[src/hw/rtl/tass_pkg.sv]
// Types, constants and the half-step coil table of the two-axis stepper sequencer.
// No dependencies; imported by the configuration, step logic and top-level modules.
package tass_pkg;

    localparam int POS_BITS      = 32;
    localparam int SHAKE_REPEATS = 5;
    localparam int CFG_IDX_BITS  = 3;
    localparam int CODE_BITS     = 4;
    localparam int IN_BYTES_BITS = 8;
    localparam int OUT_BITS      = 80;

    typedef enum logic [3:0] {
        OP_IDLE    = 4'd0,
        OP_BREW    = 4'd1,
        OP_LDOWN   = 4'd2,
        OP_LUP     = 4'd3,
        OP_SHAKE   = 4'd4,
        OP_DISCARD = 4'd5,
        OP_HOME    = 4'd6,
        OP_RIGHT   = 4'd7,
        OP_LEFT    = 4'd8,
        OP_JUP     = 4'd9,
        OP_JDOWN   = 4'd10,
        OP_CAL     = 4'd11
    } op_t;

    // Brew / shake sequence phases
    typedef enum logic [2:0] {
        PH_HOME    = 3'd0,
        PH_DOWN    = 3'd1,
        PH_CHECK   = 3'd2,
        PH_RISE    = 3'd3,
        PH_FALL    = 3'd4,
        PH_UP      = 3'd5,
        PH_DISCARD = 3'd6
    } phase_t;

    typedef enum logic [CFG_IDX_BITS-1:0] {
        REG_HOME    = 3'd0,
        REG_DISCARD = 3'd1,
        REG_UP      = 3'd2,
        REG_DOWN    = 3'd3,
        REG_SHAKE   = 3'd4,
        REG_JOG     = 3'd5
    } cfg_reg_t;

    typedef struct packed {
        logic [31:0] home;
        logic [31:0] discard;
        logic [31:0] up;
        logic [31:0] down;
        logic [15:0] shake_height;
        logic [15:0] jog_steps;
    } cfg_t;

    typedef struct packed {
        logic [POS_BITS-1:0] lift_pos;
        logic [POS_BITS-1:0] carr_pos;
        logic [3:0]          lift_coil;
        logic [3:0]          carr_coil;
        logic                first_pending;
        op_t                 op;
        phase_t              phase;
        logic [2:0]          shake_cnt;
        logic [15:0]         jog_cnt;
    } state_t;

    typedef struct packed {
        logic [31:0] carriage_position;
        logic [31:0] lift_position;
        logic        done;
        logic        accepted;
        logic        busy;
        logic [3:0]  carriage_coils;
        logic [3:0]  lift_coils;
    } result_t;

    function automatic logic [3:0] coil_pattern(input logic [2:0] idx);
        logic [3:0] pat;
        unique case (idx)
            3'd0: pat = 4'b0001;
            3'd1: pat = 4'b0011;
            3'd2: pat = 4'b0010;
            3'd3: pat = 4'b0110;
            3'd4: pat = 4'b0100;
            3'd5: pat = 4'b1100;
            3'd6: pat = 4'b1000;
            3'd7: pat = 4'b1001;
        endcase
        return pat;
    endfunction

endpackage

[src/hw/rtl/tass_cfg_regs.sv]
// Configuration register file: targets, shake height and jog length.
// Depends on tass_pkg.
module tass_cfg_regs (
    input  logic                                clk,
    input  logic                                rst_n,
    input  logic                                cfg_valid,
    output logic                                cfg_ready,
    input  logic [tass_pkg::CFG_IDX_BITS-1:0]   cfg_index,
    input  logic [31:0]                         cfg_data,
    output tass_pkg::cfg_t                      cfg
);
    import tass_pkg::*;

    cfg_t cfg_reg;
    cfg_t cfg_next;

    assign cfg_ready = 1'b1;
    assign cfg       = cfg_reg;

    always_comb
    begin
        cfg_next = cfg_reg;
        if (cfg_valid)
        begin
            case (cfg_index)
                REG_HOME:    cfg_next.home         = cfg_data;
                REG_DISCARD: cfg_next.discard      = cfg_data;
                REG_UP:      cfg_next.up           = cfg_data;
                REG_DOWN:    cfg_next.down         = cfg_data;
                REG_SHAKE:   cfg_next.shake_height = cfg_data[15:0];
                REG_JOG:     cfg_next.jog_steps    = cfg_data[15:0];
                default:     ;
            endcase
        end
    end

    always_ff @(posedge clk or negedge rst_n)
    begin
        if (!rst_n)
        begin
            cfg_reg.home         <= 32'sd0;
            cfg_reg.discard      <= -32'sd5100;
            cfg_reg.up           <= 32'sd0;
            cfg_reg.down         <= -32'sd3500;
            cfg_reg.shake_height <= 16'd1500;
            cfg_reg.jog_steps    <= 16'd1000;
        end
        else
        begin
            cfg_reg <= cfg_next;
        end
    end

endmodule

[src/hw/rtl/tass_step_logic.sv]
// One-pass item logic: command decode or step, then the phase settle, then the result.
// Depends on tass_pkg.
module tass_step_logic (
    input  tass_pkg::cfg_t                  cfg,
    input  tass_pkg::state_t                st,
    input  logic                            action,
    input  logic [tass_pkg::CODE_BITS-1:0]  code,
    output tass_pkg::state_t                st_next,
    output tass_pkg::result_t               res
);
    import tass_pkg::*;

    state_t                     stepped;
    logic                       run_settle;
    logic                       accepted;

    logic [POS_BITS-1:0]        lift_inc;
    logic [POS_BITS-1:0]        lift_dec;
    logic [POS_BITS-1:0]        carr_inc;
    logic [POS_BITS-1:0]        carr_dec;

    logic signed [POS_BITS-1:0] lp_s;
    logic signed [POS_BITS-1:0] cp_s;
    logic signed [POS_BITS-1:0] lp_next_s;
    logic signed [POS_BITS-1:0] cp_next_s;
    logic signed [31:0]         home_s;
    logic signed [31:0]         discard_s;
    logic signed [31:0]         up_s;
    logic signed [31:0]         down_s;
    logic signed [33:0]         shake_top;

    logic                       c_home_ok;
    logic                       l_down_ok;
    logic                       at_home;
    logic                       top_ok;
    logic                       up_ok;
    logic                       disc_ok;

    assign accepted = !action && !st.first_pending && (st.op == OP_IDLE) && (code <= OP_CAL);

    assign lift_inc = st.lift_pos + POS_BITS'(1);
    assign lift_dec = st.lift_pos - POS_BITS'(1);
    assign carr_inc = st.carr_pos + POS_BITS'(1);
    assign carr_dec = st.carr_pos - POS_BITS'(1);

    // Command decode or one step
    always_comb
    begin
        stepped    = st;
        run_settle = 1'b0;
        if (action)
        begin
            if (st.op != OP_IDLE)
            begin
                run_settle = 1'b1;
                unique case (st.op)
                    OP_LDOWN:
                    begin
                        stepped.lift_pos  = lift_dec;
                        stepped.lift_coil = coil_pattern(lift_dec[2:0]);
                    end
                    OP_LUP:
                    begin
                        stepped.lift_pos  = lift_inc;
                        stepped.lift_coil = coil_pattern(lift_inc[2:0]);
                    end
                    OP_DISCARD:
                    begin
                        stepped.carr_pos  = carr_dec;
                        stepped.carr_coil = coil_pattern(carr_dec[2:0]);
                    end
                    OP_HOME:
                    begin
                        stepped.carr_pos  = carr_inc;
                        stepped.carr_coil = coil_pattern(carr_inc[2:0]);
                    end
                    OP_RIGHT:
                    begin
                        stepped.carr_pos  = carr_inc;
                        stepped.carr_coil = coil_pattern(carr_inc[2:0]);
                        stepped.jog_cnt   = st.jog_cnt - 16'd1;
                    end
                    OP_LEFT:
                    begin
                        stepped.carr_pos  = carr_dec;
                        stepped.carr_coil = coil_pattern(carr_dec[2:0]);
                        stepped.jog_cnt   = st.jog_cnt - 16'd1;
                    end
                    OP_JUP:
                    begin
                        stepped.lift_pos  = lift_inc;
                        stepped.lift_coil = coil_pattern(lift_inc[2:0]);
                        stepped.jog_cnt   = st.jog_cnt - 16'd1;
                    end
                    OP_JDOWN:
                    begin
                        stepped.lift_pos  = lift_dec;
                        stepped.lift_coil = coil_pattern(lift_dec[2:0]);
                        stepped.jog_cnt   = st.jog_cnt - 16'd1;
                    end
                    OP_BREW, OP_SHAKE:
                    begin
                        unique case (st.phase)
                            PH_HOME:
                            begin
                                stepped.carr_pos  = carr_inc;
                                stepped.carr_coil = coil_pattern(carr_inc[2:0]);
                            end
                            PH_DOWN, PH_FALL:
                            begin
                                stepped.lift_pos  = lift_dec;
                                stepped.lift_coil = coil_pattern(lift_dec[2:0]);
                            end
                            PH_RISE, PH_UP:
                            begin
                                stepped.lift_pos  = lift_inc;
                                stepped.lift_coil = coil_pattern(lift_inc[2:0]);
                            end
                            PH_DISCARD:
                            begin
                                stepped.carr_pos  = carr_dec;
                                stepped.carr_coil = coil_pattern(carr_dec[2:0]);
                            end
                            default: ;
                        endcase
                    end
                    default: ;
                endcase
            end
        end
        else if (st.first_pending)
        begin
            stepped.first_pending = 1'b0;
        end
        else if (accepted)
        begin
            if (code == OP_CAL)
            begin
                stepped.lift_pos = '0;
                stepped.carr_pos = '0;
            end
            else if (code != OP_IDLE)
            begin
                stepped.op        = op_t'(code);
                stepped.phase     = (code == OP_SHAKE) ? PH_CHECK : PH_HOME;
                stepped.shake_cnt = 3'd0;
                stepped.jog_cnt   = (code >= OP_RIGHT) ? cfg.jog_steps : 16'd0;
                run_settle        = 1'b1;
            end
        end
    end

    // Limit compares on the positions after the step
    assign lp_s      = stepped.lift_pos;
    assign cp_s      = stepped.carr_pos;
    assign home_s    = cfg.home;
    assign discard_s = cfg.discard;
    assign up_s      = cfg.up;
    assign down_s    = cfg.down;
    assign shake_top = {{2{cfg.down[31]}}, cfg.down} + {18'd0, cfg.shake_height};

    assign c_home_ok = cp_s >= home_s;
    assign l_down_ok = lp_s <= down_s;
    assign at_home   = (cp_s == home_s) && (lp_s == down_s);
    assign top_ok    = lp_s >= shake_top;
    assign up_ok     = lp_s >= up_s;
    assign disc_ok   = cp_s <= discard_s;

    // Settle: walk the phases that need no step. Positions stay fixed here, so
    // repeated shakes that need no step collapse to the end count.
    always_comb
    begin
        logic live;
        logic is_shake;
        st_next  = stepped;
        live     = 1'b1;
        is_shake = (stepped.op == OP_SHAKE);
        if (run_settle)
        begin
            unique case (stepped.op)
                OP_LDOWN:   if (l_down_ok) st_next.op = OP_IDLE;
                OP_LUP:     if (up_ok)     st_next.op = OP_IDLE;
                OP_DISCARD: if (disc_ok)   st_next.op = OP_IDLE;
                OP_HOME:    if (c_home_ok) st_next.op = OP_IDLE;
                OP_RIGHT, OP_LEFT, OP_JUP, OP_JDOWN:
                begin
                    if (stepped.jog_cnt == 16'd0)
                        st_next.op = OP_IDLE;
                end
                OP_BREW, OP_SHAKE:
                begin
                    if (st_next.phase == PH_HOME)
                    begin
                        if (c_home_ok) st_next.phase = PH_DOWN;
                        else           live = 1'b0;
                    end
                    if (live && st_next.phase == PH_DOWN)
                    begin
                        if (l_down_ok) st_next.phase = PH_CHECK;
                        else           live = 1'b0;
                    end
                    if (live && st_next.phase == PH_RISE)
                    begin
                        if (top_ok) st_next.phase = PH_FALL;
                        else        live = 1'b0;
                    end
                    if (live && st_next.phase == PH_FALL)
                    begin
                        if (!l_down_ok)
                            live = 1'b0;
                        else if (is_shake)
                        begin
                            st_next.op = OP_IDLE;
                            live       = 1'b0;
                        end
                        else
                        begin
                            st_next.shake_cnt = st_next.shake_cnt + 3'd1;
                            st_next.phase     = PH_CHECK;
                        end
                    end
                    if (live && st_next.phase == PH_CHECK)
                    begin
                        if (is_shake)
                        begin
                            if (at_home && !top_ok)
                                st_next.phase = PH_RISE;
                            else
                                st_next.op = OP_IDLE;
                            live = 1'b0;
                        end
                        else if (st_next.shake_cnt >= 3'(SHAKE_REPEATS))
                            st_next.phase = PH_UP;
                        else if (at_home && !top_ok)
                        begin
                            st_next.phase = PH_RISE;
                            live          = 1'b0;
                        end
                        else
                        begin
                            // skipped or stepless shakes run the count out
                            st_next.shake_cnt = 3'(SHAKE_REPEATS);
                            st_next.phase     = PH_UP;
                        end
                    end
                    if (live && st_next.phase == PH_UP)
                    begin
                        if (up_ok) st_next.phase = PH_DISCARD;
                        else       live = 1'b0;
                    end
                    if (live && st_next.phase == PH_DISCARD)
                    begin
                        if (disc_ok) st_next.op = OP_IDLE;
                    end
                end
                default: st_next.op = OP_IDLE;
            endcase
        end
    end

    assign lp_next_s = st_next.lift_pos;
    assign cp_next_s = st_next.carr_pos;

    // Result fields
    always_comb
    begin
        res.lift_coils        = st_next.lift_coil;
        res.carriage_coils    = st_next.carr_coil;
        res.busy              = (st_next.op != OP_IDLE);
        res.accepted          = accepted;
        res.done              = (action ? (st.op != OP_IDLE) : accepted)
                                && (st_next.op == OP_IDLE);
        res.lift_position     = 32'(lp_next_s);
        res.carriage_position = 32'(cp_next_s);
    end

endmodule

[src/hw/rtl/two_axis_stepper_sequencer_core.sv]
// Top level of the two-axis stepper sequencer: input register, state, result register.
// Depends on tass_pkg, tass_cfg_regs and tass_step_logic.
//
// Channel   Dir  Handshake            Payload
// s_*       in   s_tvalid/s_tready    s_tuser = action, s_tdata = command_code
// m_*       out  m_tvalid/m_tready    m_tdata = coils, flags, positions
// cfg_*     in   cfg_valid/cfg_ready  cfg_index, cfg_data
//
// One item per clock sustained while m_tready is high; each item passes the input
// register, then a single pass of step and settle logic into the result register,
// which also updates the axis state.
// Reset is asynchronous and active low; no clearing pass is needed.
// A stalled result holds in the output register while one more item waits in the
// input register; s_tready drops only when both are full.
module two_axis_stepper_sequencer_core (
    input  logic                                clk,
    input  logic                                rst_n,
    input  logic                                s_tvalid,
    output logic                                s_tready,
    input  logic [tass_pkg::IN_BYTES_BITS-1:0]  s_tdata,   // [3:0] command_code
    input  logic                                s_tuser,   // [0] action
    output logic                                m_tvalid,
    input  logic                                m_tready,
    // [3:0] lift_coils, [7:4] carriage_coils, [8] busy_res, [9] accepted,
    // [10] done_res, [42:11] lift_position, [74:43] carriage_position, rest zero
    output logic [tass_pkg::OUT_BITS-1:0]       m_tdata,
    input  logic                                cfg_valid,
    output logic                                cfg_ready,
    input  logic [tass_pkg::CFG_IDX_BITS-1:0]   cfg_index,
    input  logic [31:0]                         cfg_data
);
    import tass_pkg::*;

    cfg_t                   cfg;
    state_t                 state_reg;
    state_t                 state_next;
    result_t                res_next;
    result_t                res_reg;

    logic                   in_valid_reg;
    logic                   in_action_reg;
    logic [CODE_BITS-1:0]   in_code_reg;
    logic                   out_valid_reg;
    logic                   advance;

    tass_cfg_regs u_cfg (
        .clk       (clk),
        .rst_n     (rst_n),
        .cfg_valid (cfg_valid),
        .cfg_ready (cfg_ready),
        .cfg_index (cfg_index),
        .cfg_data  (cfg_data),
        .cfg       (cfg)
    );

    tass_step_logic u_step (
        .cfg     (cfg),
        .st      (state_reg),
        .action  (in_action_reg),
        .code    (in_code_reg),
        .st_next (state_next),
        .res     (res_next)
    );

    assign advance  = in_valid_reg && (!out_valid_reg || m_tready);
    assign s_tready = !in_valid_reg || advance;
    assign m_tvalid = out_valid_reg;
    assign m_tdata  = {{(OUT_BITS - $bits(result_t)){1'b0}}, res_reg};

    always_ff @(posedge clk or negedge rst_n)
    begin
        if (!rst_n)
        begin
            in_valid_reg  <= 1'b0;
            out_valid_reg <= 1'b0;
            state_reg.lift_pos      <= '0;
            state_reg.carr_pos      <= '0;
            state_reg.lift_coil     <= 4'd0;
            state_reg.carr_coil     <= 4'd0;
            state_reg.first_pending <= 1'b1;
            state_reg.op            <= OP_IDLE;
            state_reg.phase         <= PH_HOME;
            state_reg.shake_cnt     <= 3'd0;
            state_reg.jog_cnt       <= 16'd0;
        end
        else
        begin
            if (s_tready)
                in_valid_reg <= s_tvalid;
            if (advance)
            begin
                out_valid_reg <= 1'b1;
                state_reg     <= state_next;
            end
            else if (m_tready)
                out_valid_reg <= 1'b0;
        end
    end

    always_ff @(posedge clk)
    begin
        if (s_tvalid && s_tready)
        begin
            in_action_reg <= s_tuser;
            in_code_reg   <= s_tdata[CODE_BITS-1:0];
        end
        if (advance)
            res_reg <= res_next;
    end

endmodule

[config.mk]
export PLATFORM = sky130hd
export DESIGN_NAME = two_axis_stepper_sequencer_core
export DESIGN_NICKNAME = d
export VERILOG_FILES = /design/src/hw/rtl/tass_pkg.sv /design/src/hw/rtl/tass_cfg_regs.sv /design/src/hw/rtl/tass_step_logic.sv /design/src/hw/rtl/two_axis_stepper_sequencer_core.sv
export SDC_FILE = /design/constraint.sdc
export NUM_CORES = 1
export LEC_CHECK = 0
export ABC_AREA = 1
export BUFFER_PORTS_ARGS = -buffer_cell sky130_fd_sc_hd__buf_2
export CELL_PAD_IN_SITES_DETAIL_PLACEMENT = 1
export CELL_PAD_IN_SITES_GLOBAL_PLACEMENT = 1
export CORE_MARGIN = 2
export CORE_UTILIZATION = 42
export DETAILED_ROUTE_END_ITERATION = 16
export HOLD_SLACK_MARGIN = 0.02
export PLACE_DENSITY = 0.82
export SKIP_LAST_GASP = 1
export SYNTH_ARGS = -nofsm -noshare
export SYNTH_HDL_FRONTEND = slang
export SYNTH_SLANG_ARGS = --single-unit
[constraint.sdc]
create_clock -name clk -period 5.3 [get_ports clk]
set_input_delay 0.795 -clock clk [delete_from_list [all_inputs] [get_ports clk]]
set_output_delay 0.795 -clock clk [all_outputs]
set_load 0.005 [all_outputs]
======== Word-level counts from Yosys, hierarchy flattened ========
Memories as Yosys holds them, arrays and structs flattened.
Index checks and enable logic that the tools add are counted.
word-level totals
  logic and storage cells ................. 246
  register bits ........................... 341
  bits in latches ......................... 0
  input bits .............................. 49
  ROM bits ................................ 384
  memory bits (writable) .................. 0
  memories ................................ 12
  output and inout bits ................... 83
memory list
  name             depth  width  rd ports  clocked after Yosys merged registers in  wr ports  line            source
  (no name shown)  8      4      1         0                                        0         tass_pkg.sv:80  unique case (idx)
  (no name shown)  8      4      1         0                                        0         tass_pkg.sv:80
  (no name shown)  8      4      1         0                                        0         tass_pkg.sv:80
  (no name shown)  8      4      1         0                                        0         tass_pkg.sv:80
  (no name shown)  8      4      1         0                                        0         tass_pkg.sv:80
  (no name shown)  8      4      1         0                                        0         tass_pkg.sv:80
  +6 memories      --     --     --        --                                       --        --
operators by class
  add/subtract/negate cells ............... 7
  divide/modulo/power cells ............... 0
  reduce and logical (&&, ||, !) cells .... 48
  multiplexer cells ....................... 104
  equal/unequal tests ..................... 40
  $mul .................................... 0
  shift-type cells ........................ 0
  $lt $le $gt $ge ......................... 8
  bitwise operators ....................... 1
operators with widths
  operator                                             number
  two-way mux 64 bit                                   4
  one-hot mux 32 bit (3 select lines)                  2
  one-hot mux 32 bit (2 select lines)                  2
  two-way mux 26 bit                                   4
  two-way mux 10 bit                                   9
  two-way mux 72 bit                                   1
  two-way mux 3 bit                                    23
  adder 32 x 1 -> 32 bit (second input constant)       2
  == test 32 bit                                       2
  >= comparator 32 bit                                 2
  less-or-equal comparator 32 bit                      2
  two-way mux 16 bit                                   4
  subtractor 32 x 1 -> 32 bit (second input constant)  2
  two-way mux 4 bit                                    10
  one-hot mux 4 bit (5 select lines)                   2
  == test 4 x 3 -> 1 bit (second input constant)       9
  two-way mux 1 bit                                    36
  adder 32 x 17 -> 33 bit                              1
  >= comparator 32 x 33 -> 1 bit                       1
  == test 4 bit (second input constant)                7
  == test 3 bit (second input constant)                8
  one-hot mux 4 bit (6 select lines)                   1
  == test 4 x 2 -> 1 bit (second input constant)       4
  logical NOT 16 bit                                   1
  other kinds (23)                                     69

======== Longest topological paths before layout ========
Gate-level depths: netlist (run 1).
  depth in word-level cells ............... 45
  depth in mapped cells ................... 55
  gate-level depth less buffers ........... 55

======== Modules after synthesis ========
From an unflattened synthesis (run 1), not the netlist that was laid out.
unflattened totals
  cells, all modules ...................... 3,440
  area, all modules ....................... 25,323.0 um2
modules (own cells, without submodules)
  module                           sequential area each (um2)  cells each  area each (um2)  times used
  tass_step_logic                  0.0                         2,210       12,540.8         1
  two_axis_stepper_sequencer_core  4,931.0                     526         6,481.2          1
  tass_cfg_regs                    4,078.9                     704         6,301.0          1

======== Least setup slack after synthesis (run 1) ========
Ideal clock, no wire load.
  path kind ............................... reg-to-reg
  start point ............................. reg state_reg[67] (netlist name)
  end point ............................... reg res_reg (netlist bit m_tdata[8]), data pin
  slack ................................... -0.387 ns
  period minus slack after synthesis ...... 5.687 ns
  required time ........................... 5.041 ns
  cell stages (with the launch flop) ...... 43
  arrival time ............................ 5.428 ns
  cells stage by stage .................... dfrtp_1 -> inv_1 -> nand3_1 -> nor3_2 -> nand3_2 -> nor3_2 -> nand3_1 -> nor3_2 -> nand3_2 -> nor3_4 -> nand3_2 -> nor2_2 -> nand3_2 -> nor3_2 -> xor2_1 -> o22ai_1 -> a21oi_1 -> o211ai_1 -> [7 not listed] -> nand3b_1 -> nand4_1 -> nand3_1 -> nand2_2 -> nand4_4 -> nand3_4 -> inv_2 -> o21ai_1 -> nand3_1 -> o21ai_1 -> nand4_1 -> nand2_1 -> nand2_1 -> nand2_1 -> nand2_1 -> nand2_1 -> nand3_1 -> or2_1
RTL lines
  element                 line                                    source
  start, declared         two_axis_stepper_sequencer_core.sv:35   state_t state_reg;
  start signal, assigned  two_axis_stepper_sequencer_core.sv:93   state_reg <= state_next;
  end signal, assigned    two_axis_stepper_sequencer_core.sv:108  res_reg <= res_next;
  end, declared           two_axis_stepper_sequencer_core.sv:38   result_t res_reg;

==> results.yml, run 1 <==
run_status:
  violations: "negative setup slack"
  run_status: "finished with violations"
global_routing:
  grt.total_usage: 0.349
  grt_start_max_net_pins: 110
  grt_pass1_vias: 27995
  grt-ovfl-total: 0
  grt_pass1_wl_mm: 160
  antenna_found_initial: 1
power:
  peakVddDrop_uv: 303
  p_seq_frac: 0.189
  sw_frac_of_total: 0.490
  power_leakage_nw: 15.4
  combPwrFrac: 0.683
  intPower_mw: 11.6
  netSwitchingPower_mw: 11.2
  pwr-share-clk: 0.128
  cellPowerDensity_nw_per_um2: 707
sta:
  setup_violations: 11
  fmax_mhz: 148
  holdWs_ns: 0.227
  final_max_slew_viol_count: 0
  finClkSkew_ns: 0.0303
  fin_crit_ns: 6.77
  final.setup.worst_slack_ns: -1.47
  worst_slew_pin_slew_ns: 1.25
  slew_headroom: 0.168
  hold_viol_final: 0
  period_share: 1.28
  rsz0062_at_grt: "yes"
cells_and_area:
  largest_reg_flops: 160
  area_growth_pct: 35.1
  utilization: 0.573
  stdcell_area_um2: 32300
  drive_gt1_frac: 0.304
  nNetsFinal: 4025
yosys:
  yosysWarnings: 0
  yosys-top-cells-count: "nand2_1, inv_1, o21ai_0"
  synth_top_area_frac: 0.210
  ys_top_cells_by_area: "dfrtp_1, nand2_1, edfxtp_1, ha_1, o21ai_0"
  syn-mean-instance-area_um2: 7.70
  seq_area_frac_synth: 0.377
  synth_enable_flop_cells: 80
  ys_ff_latch: 341
  yosys.area.top_type: "dfrtp_1"
  async_flop_share: 0.765
  synth.cell_area_um2: 23900
  synth.most_common_cell: "nand2_1"
  ys.flop_type: "dfrtp_1"
  yosysUniqueCellTypes: 71
  synthCells: 3101
worst_setup_path:
  crit_type: "reg -> reg"
  crit_fanout: 5
  critical_path_buf_inv_count: 11
  r2r-start: "state_reg[36]"
  r2r_end: "m_tdata[8]"
  path_delay_family: "simple AND/OR/NAND/NOR gates"
  critPathRequiredTime_ns: 5.64
  reg2reg_depth: 50
  cp-start-kind: "register"
  cpMaxStageDelayCell: "dfrtp_1"
  cp.depth: 50
  worstSetupEndpointType: "register"
  slowest_delay_ns: 0.40
  critPathMostFrequentCell: "nand2_1"
  cp.arrival_ns: 7.12
  worst-r2r-setup-slack_ns: -1.47
detailed_routing:
  dr.pass1.iters: 6
  vias: 26546
  viasPerCell: 5.80
  drc: 0
  dr.first_iter.drc_count: 2202
  wl_per_cell_um: 23.8
  wirelength_mm: 109
  drtAntennaViolNets: 0
clocking:
  cts_buffers: 41
  insertion_delay_ns: 0.61
  cts_sinks: 341
  cts_htree_levels: 2
  path_clk_slew_ns: 0.06
  cts_tree: "yes"
  clockBufferDepth: 3
  clockRootBuffer: "clkbuf_16"
floorplanning:
  num_io_pins: 132
  die_h_um: 242
  initial_utilization: 0.424
  coreArea_um2: 56300
  dieArea_um2: 58800
  die_w_um: 242
  rows: 87
placement:
  dp_hpwl_mm: 76.4
  finalWeightedCongestion: 0.960
  portBuffers: 121
  placed_area_um2: 29200
hold_path:
  hold_path.class: "in -> async"
job:
  cap_violations: 0
[worst max path at each step]
stage                   from    endpoint  slack [ns]
6_report       state_reg[36]  m_tdata[8]       -1.47
5_1_grt        state_reg[67]  m_tdata[8]       -1.90
4_1_cts        state_reg[67]  m_tdata[8]       -1.07
3_5_place_dp   state_reg[67]  m_tdata[8]       -1.43
3_3_place_gp   state_reg[67]  m_tdata[8]       -1.20
2_1_floorplan  state_reg[67]  m_tdata[8]       -0.27
[area by class of cell]
type | count | area [um2]
Tap cell | 756 | 946
Clock inverter | 12 | 163
Clock buffer | 64 | 1190
Inverter | 432 | 1650
Sequential cell | 341 | 9010
Multi-Input combinational cell | 2205 | 13800
Antenna cell | 1 | 2.50
Fill cell | 6939 | 24000
Timing Repair Buffer | 762 | 5560
[metal layers]
metal,global-route usage,part of all wire,up-vias,routed length (um)
li1,-,-,11828,-
met1,0.432,0.39,13188,42800
met2,0.584,0.47,1127,51200
met3,0.0578,0.073,403,7940
met4,0.185,0.062,0,6740
met5,0,0,-,0
[worst register-to-register path: cells and delay by family (launching register included)]
family,cells,cell delay [ns]
adders and majority gates,1,0.26
DFF,1,0.40
and+or+nand+nor,31,3.59
AOI/OAI and AO/OA,7,1.05
buffers and inverters,11,1.20
[per-stage QoR]
stage	worst slack (ns)	instances	power, mW	TNS [ns]
CTS	-1.07	4538	21.4	-8.86
finish	-1.47	4573	22.8	-13.28
global route	-1.90	4572	24.0	-17.97
global placement	-1.20	4405	16.9	-9.46
floorplan	-0.266	3105	10.8	-0.396
detailed placement	-1.43	4405	17.7	-11.73
[logic make-up (layout without fill, tap and decap cells)]
| family | after synthesis | after routing | synth area share |
|---|---|---|---|
| XOR/XNOR | 79 | 79 | 0.0290 |
| flip-flops | 341 | 341 | 0.377 |
| other | 2 | 7 | 0.000314 |
| buffers and inverters | 559 | 1270 | 0.0899 |
| AND/OR/NAND/NOR | 1137 | 1137 | 0.214 |
| AO/OA/AOI/OAI | 790 | 790 | 0.188 |
| adder cells (fa/ha/maj) | 193 | 193 | 0.101 |
[power by group through the flow]
stage / registers (mW) / logic [mW] / clock network [mW]
detailed placement: 4.28 / 13.4 / 0
global placement: 4.21 / 12.7 / 0
CTS: 4.26 / 14.2 / 2.93
global route: 4.38 / 16.6 / 3.02
finish: 4.31 / 15.6 / 2.92
floorplan: 4.10 / 6.71 / 0
[placed cells by master (no fill, tap or decap), drive strengths merged, types with 64 or more instances in the layout]
| cell | Yosys | routed |
|---|---|---|
| nor2 | 200 | 200 |
| edfxtp | 80 | 80 |
| inv | 426 | 426 |
| clkbuf | 102 | 64 |
| buf | 25 | 762 |
| ha | 192 | 192 |
| xor2 | 64 | 64 |
| dfrtp | 200 | 200 |
| o21ai | 417 | 417 |
| nand3 | 126 | 126 |
| a21oi | 177 | 177 |
| nand2 | 676 | 676 |
[timing repair]
action | 4_1_cts | 5_1_grt
pin swaps | 47 | 75
buffers inserted | 57 | 36
endpoints found under the setup margin | 11 | 11
hold buffers | 0 | 0
cloned | 0 | 0
gates resized for setup | 97 | 130
endpoints found under the hold margin | 0 | 0
Power figures use the tool's default switching activity.
==> run 2, diff against run 1 <==
--- a/config.mk
+++ b/config.mk
@@ -13,7 +13,7 @@
 export CORE_UTILIZATION = 42
 export DETAILED_ROUTE_END_ITERATION = 16
 export HOLD_SLACK_MARGIN = 0.02
-export PLACE_DENSITY = 0.82
+export PLACE_DENSITY_LB_ADDON = 0.1
 export SKIP_LAST_GASP = 1
 export SYNTH_ARGS = -nofsm -noshare
 export SYNTH_HDL_FRONTEND = slang
==> run 2 against run 1 <==
The run still ends with negative setup slack left. Combinational power is 3% lower. Register-to-register slack better by 0.07 ns. Count of clock-buffer cells in the layout is 6 lower. Setup slack better by 0.066 ns. Critical path type unchanged. Critical endpoint unchanged. Largest cell class unchanged.
==> results.yml, run 2 (synthesis results as in run 1) <==
cells_and_area:
  drive_gt1_frac: 0.294
  nNetsFinal: 4054
  largest_reg_flops: 160
  antenna_cells: 0
  fillerInstances: 6991
  area_growth_pct: 35.7
  stdcell_area_um2: 32400
  final_common_cell: "buf_4"
  regArea_um2: 9010
  multi_input_area_um2: 13400
  final_cell_mix: "buf_4, nand2_1, inv_1"
clocking:
  cts_sinks: 341
  cts_tree: "yes"
  insertion_delay_ns: 0.63
  path_clk_slew_ns: 0.06
  cts_htree_levels: 2
  clockBufferDepth: 3
  cts_buffers: 44
  clockRootBuffer: "clkbuf_16"
global_routing:
  grt_start_max_net_pins: 130
  grt_pass1_vias: 27163
  grt_pass1_wl_mm: 159
  antenna_found_initial: 4
  grt.total_usage: 0.350
  grt-ovfl-total: 0
power:
  sw_frac_of_total: 0.472
  cellPowerDensity_nw_per_um2: 705
  peakVddDrop_uv: 351
  power_leakage_nw: 15.6
  intPower_mw: 12.1
  netSwitchingPower_mw: 10.8
  combPwrFrac: 0.666
  p_seq_frac: 0.185
  pwr-share-clk: 0.148
run_status:
  violations: "negative setup slack"
  run_status: "finished with violations"
floorplanning:
  dieArea_um2: 58800
  die_h_um: 242
  coreArea_um2: 56300
  initial_utilization: 0.424
  num_io_pins: 132
  rows: 87
  die_w_um: 242
worst_setup_path:
  worstSetupEndpointType: "register"
  cpMaxStageDelayCell: "dfrtp_1"
  slowest_delay_ns: 0.41
  reg2reg_depth: 52
  r2r-start: "state_reg[68]"
  critPathMostFrequentCell: "nand2_2"
  cp-start-kind: "register"
  crit_type: "reg -> reg"
  critPathRequiredTime_ns: 5.65
  cp.arrival_ns: 7.06
  r2r_end: "m_tdata[8]"
  crit_fanout: 6
  worst-r2r-setup-slack_ns: -1.41
detailed_routing:
  drtAntennaViolNets: 0
  wl_per_cell_um: 22.6
  wirelength_mm: 104
  dr.pass1.iters: 5
  dr.first_iter.drc_count: 1747
  drc: 0
  vias: 25546
  viasPerCell: 5.55
sta:
  fin_crit_ns: 6.71
  slew_headroom: 0.232
  worst_slew_pin_slew_ns: 1.15
  period_share: 1.27
  fmax_mhz: 149
  rsz0062_at_grt: "yes"
  setup_violations: 11
  hold_viol_final: 0
  finClkSkew_ns: 0.0401
  final_max_slew_viol_count: 0
  final.setup.worst_slack_ns: -1.41
placement:
  placed_area_um2: 29500
  dp_hpwl_mm: 77.3
  finalWeightedCongestion: 0.959
  portBuffers: 121
  dpl_worst_slack_ns: -1.63
job:
  cap_violations: 0
hold_path:
  hold_path.class: "in -> async"
-- run 2: cell count changes in the layout (fill, tap and decap cells not counted), sizes merged --
cell and change:
clkinvlp +1, clkbuf -6, clkinv +3, inv +2, buf +26, diode -1, bufinv +6
-- run 2: stage by stage --
stage | power [mW] | setup TNS [ns] | std cells | utilization | hold WS, ns
floorplan | 10.8 | -0.396 | 3105 | - | 0.450
global placement | 17.4 | -12.29 | 4439 | 0.525 | 0.460
detailed placement | 17.9 | -14.74 | 4439 | 0.525 | 0.474
CTS | 22.2 | -11.58 | 4590 | 0.569 | 0.249
global route | 24.4 | -17.87 | 4604 | 0.576 | 0.279
finish | 22.9 | -12.37 | 4604 | 0.576 | 0.244
-- run 2: metal layers --
metal / up-vias / track usage / share of wire
li1: 11905 / - / -
met1: 12668 / 0.477 / 0.44
met2: 783 / 0.566 / 0.46
met3: 190 / 0.0448 / 0.061
met4: 0 / 0.133 / 0.038
met5: - / 0 / 0
-- run 2: worst max-delay path: cells and delay by family, from the launching register on --
| family | cells | cell delay [ns] |
|---|---|---|
| flops | 1 | 0.41 |
| fa+ha+maj | 2 | 0.41 |
| buf+inv | 4 | 0.39 |
| xor+xnor | 1 | 0.22 |
| simple gates | 41 | 4.34 |
| compound gates | 4 | 0.68 |
-- run 2: power by group through the flow --
stage / combinational, mW / clock [mW] / sequential [mW]
finish: 15.2 / 3.39 / 4.24
global route: 16.5 / 3.53 / 4.33
CTS: 14.5 / 3.44 / 4.22
detailed placement: 13.7 / 0 / 4.25
global placement: 13.2 / 0 / 4.21
floorplan: 6.71 / 0 / 4.10
-- run 2: final cells by class --
type,instances,share of cell area
Multi-Input combinational cell,2205,0.414
Clock inverter,24,0.0122
Tap cell,756,0.0292
Clock buffer,58,0.0381
Sequential cell,341,0.278
Inverter,432,0.0507
Timing Repair Buffer,788,0.178
-- run 2: worst max-delay path by stage --
stage / startpoint / endpoint / slack (ns) / depth (start not counted)
after floorplan: state_reg[67] / m_tdata[8] / -0.27 / 44
after CTS: state_reg[68] / m_tdata[8] / -1.22 / 49
after global routing: state_reg[68] / m_tdata[8] / -1.94 / 53
final: state_reg[68] / m_tdata[8] / -1.41 / 52
after detailed placement: state_reg[67] / m_tdata[10] / -1.63 / 48
after global placement: state_reg[67] / m_tdata[8] / -1.41 / 47
-- run 2: timing repair --
item,CTS,global route
hold buffers,0,0
pin swaps,40,68
setup endpoints to repair,11,12
setup buffers,69,29
resized for setup,75,68
hold endpoints to repair,0,0
==> run 3, diff against run 2 <==
--- a/config.mk
+++ b/config.mk
@@ -5,12 +5,11 @@
 export SDC_FILE = /design/constraint.sdc
 export NUM_CORES = 1
 export LEC_CHECK = 0
-export ABC_AREA = 1
 export BUFFER_PORTS_ARGS = -buffer_cell sky130_fd_sc_hd__buf_2
 export CELL_PAD_IN_SITES_DETAIL_PLACEMENT = 1
 export CELL_PAD_IN_SITES_GLOBAL_PLACEMENT = 1
 export CORE_MARGIN = 2
-export CORE_UTILIZATION = 42
+export CORE_UTILIZATION = 43
 export DETAILED_ROUTE_END_ITERATION = 16
 export HOLD_SLACK_MARGIN = 0.02
 export PLACE_DENSITY_LB_ADDON = 0.1
==> run 3 against run 2 <==
The flow still finishes with violations (negative setup slack). Highest routed layer unchanged. Core utilization decreased by 0.15 points. Synthesized cell count fell by 14%. Cell count decreased by 15%. Maximum frequency increased by 4.9%. Die area fell by 5.7%. Flip-flop and latch count unchanged.
==> results.yml, run 3 <==
yosys:
  yosys.area.top_type: "dfrtp_1"
  async_flop_share: 0.765
  synth.cell_area_um2: 23000
  synth_compound_area_frac: 0.178
  synth-adder-area-share: 0.105
  yosysUniqueCellTypes: 87
  muxShareOfSynthArea: 0.0434
  seq_area_frac_synth: 0.391
  ys_ff_latch: 341
  yosysWarnings: 0
  synth_xor_area_frac: 0.0361
  synthCells: 2662
  synthSimpleGateAreaFrac: 0.192
  ys.flop_type: "dfrtp_1"
  syn-mean-instance-area_um2: 8.66
  ys_top_cells_by_area: "dfrtp_1, edfxtp_1, ha_1, nand2_1, dfstp_2"
  yosys-top-cells-count: "nand2_1, o21ai_0, dfrtp_1"
  synth_top_area_frac: 0.217
  synth_enable_flop_cells: 80
  synth.most_common_cell: "nand2_1"
  synth_top_family_by_area: "simple AND/OR/NAND/NOR gates"
sta:
  final_max_slew_viol_count: 0
  hold_viol_final: 0
  worst_slew_pin_slew_ns: 1.06
  finClkSkew_ns: 0.0213
  slew_headroom: 0.294
  holdWs_ns: 0.214
  fmax_mhz: 156
  final.setup.worst_slack_ns: -1.10
  fin_crit_ns: 6.40
  period_share: 1.21
  setup_violations: 11
  rsz0062_at_grt: "yes"
clocking:
  cts_tree: "yes"
  cts_sinks: 341
  path_clk_slew_ns: 0.06
  cts_htree_levels: 2
  clockBufferDepth: 3
  cts_hold_buf: 0
  cts_buffers: 42
  insertion_delay_ns: 0.59
  clockRootBuffer: "clkbuf_16"
floorplanning:
  initial_utilization: 0.437
  num_io_pins: 132
  die_w_um: 236
  coreArea_um2: 52800
  die_h_um: 236
  dieArea_um2: 55500
  rows: 84
detailed_routing:
  viasPerCell: 5.78
  vias: 22707
  drtAntennaViolNets: 0
  dr.first_iter.drc_count: 1392
  wl_per_cell_um: 22.8
  drc: 0
  wirelength_mm: 89.7
  dr.pass1.iters: 5
global_routing:
  antenna_found_initial: 1
  met1_usage: 0.406
  grt.total_usage: 0.318
  grt_start_max_net_pins: 112
  grtUsageMet3: 0.0374
  use_met2: 0.551
  grt_pass1_wl_mm: 139
  grt_pass1_vias: 24248
  busiest_layer: "met2"
  grt-ovfl-total: 0
run_status:
  run_status: "finished with violations"
  violations: "negative setup slack"
worst_setup_path:
  slowest_delay_ns: 0.42
  reg2reg_depth: 29
  critPathMostFrequentCell: "a21oi_2"
  cpMaxStageDelayCell: "o41ai_4"
  critPathRequiredTime_ns: 5.62
  crit_type: "reg -> reg"
  worstSetupEndpointType: "register"
  crit_fanout: 7
  cp-start-kind: "register"
  cp.arrival_ns: 6.71
cells_and_area:
  final_cell_mix: "buf_4, nand2_1, o21ai_0"
  largest_reg_flops: 160
  stdcell_area_um2: 30300
  final_common_cell: "buf_4"
  area_growth_pct: 31.5
  drive_gt1_frac: 0.314
  nNetsFinal: 3451
placement:
  dpl_worst_slack_ns: -1.09
  placed_area_um2: 27700
  finalWeightedCongestion: 0.949
  portBuffers: 121
  dp_hpwl_mm: 66.5
power:
  peakVddDrop_uv: 454
  power_leakage_nw: 13.9
  cellPowerDensity_nw_per_um2: 704
job:
  cap_violations: 0
hold_path:
  hold_path.class: "in -> async"
## run 3: stage by stage
step / std cells / util / power, mW / setup TNS, ns
after floorplan: 2666 / - / 10.6 / -2.73
after global placement: 3803 / 0.525 / 16.3 / -7.22
after detailed placement: 3803 / 0.525 / 16.8 / -9.54
after CTS: 3900 / 0.562 / 20.6 / -6.94
after global routing: 3931 / 0.574 / 22.7 / -11.92
final: 3931 / 0.574 / 21.3 / -9.44
## run 3: layout make-up
cell class                 count  area, um2
fill                        6176      22500
inverter                     162        613
clock buffer                  61       1210
antenna                        1       2.50
sequential                   341       9010
multi-input combinational   2009      13700
tap                          688        861
timing repair buffer         653       4710
clock inverter                16        234
## run 3: logic make-up (layout without fill, tap and decap cells)
| logic type | count (synthesis) | count (layout) |
|---|---|---|
| AOI/OAI and AO/OA | 667 | 667 |
| xor gates and xnor gates | 95 | 95 |
| adders and majority gates | 193 | 193 |
| buffers and inverters | 316 | 892 |
| DFF | 341 | 341 |
| muxes | 90 | 90 |
| other | 2 | 7 |
| and+or+nand+nor | 958 | 958 |
## run 3: worst paths after layout
| check | slack (ns) | start | end |
|---|---|---|---|
| min in group clk | 0.39 | s_tuser | in_action_reg |
| setup reg to reg | -1.10 | u_cfg.cfg[16] | m_tdata[8] |
| hold / removal | 0.21 | rst_n | state_reg[88] |
| max in group asynchronous | 3.69 | rst_n | state_reg[35] |
| hold reg to reg | 0.48 | state_reg[27] | state_reg[27] |
| setup / recovery | -1.10 | u_cfg.cfg[16] | m_tdata[8] |
## run 3: repair_timing
item | CTS | global route
pin swaps | 24 | 72
buffers inserted | 20 | 32
endpoints found under the setup margin | 11 | 11
gates cloned | 0 | 0
resized for setup | 76 | 103
## run 3: layer usage
layer	wire, um	vias up
li1	-	10579
met1	38700	11418
met2	43500	530
met3	3750	180
met4	3730	0
met5	0	-
## run 3: worst max-delay path: cells and delay by family (launching register included)
kind / cells / cell delay, ns
buffers and inverters: 3 / 0.35
DFF: 1 / 0.38
adders and majority gates: 3 / 0.83
and+or+nand+nor: 6 / 0.98
AOI/OAI and AO/OA: 16 / 3.43
xor gates and xnor gates: 1 / 0.16
## run 3: report_power, final
| part | internal (mW) | switching, mW | total (mW) | leakage (nW) |
|---|---|---|---|---|
| sequential | 3.64 | 0.513 | 4.15 | 3.93 |
| clock | 1.84 | 1.21 | 3.05 | 0.713 |
| combinational | 6.31 | 7.83 | 14.1 | 9.24 |
| total | 11.8 | 9.56 | 21.3 | 13.9 |
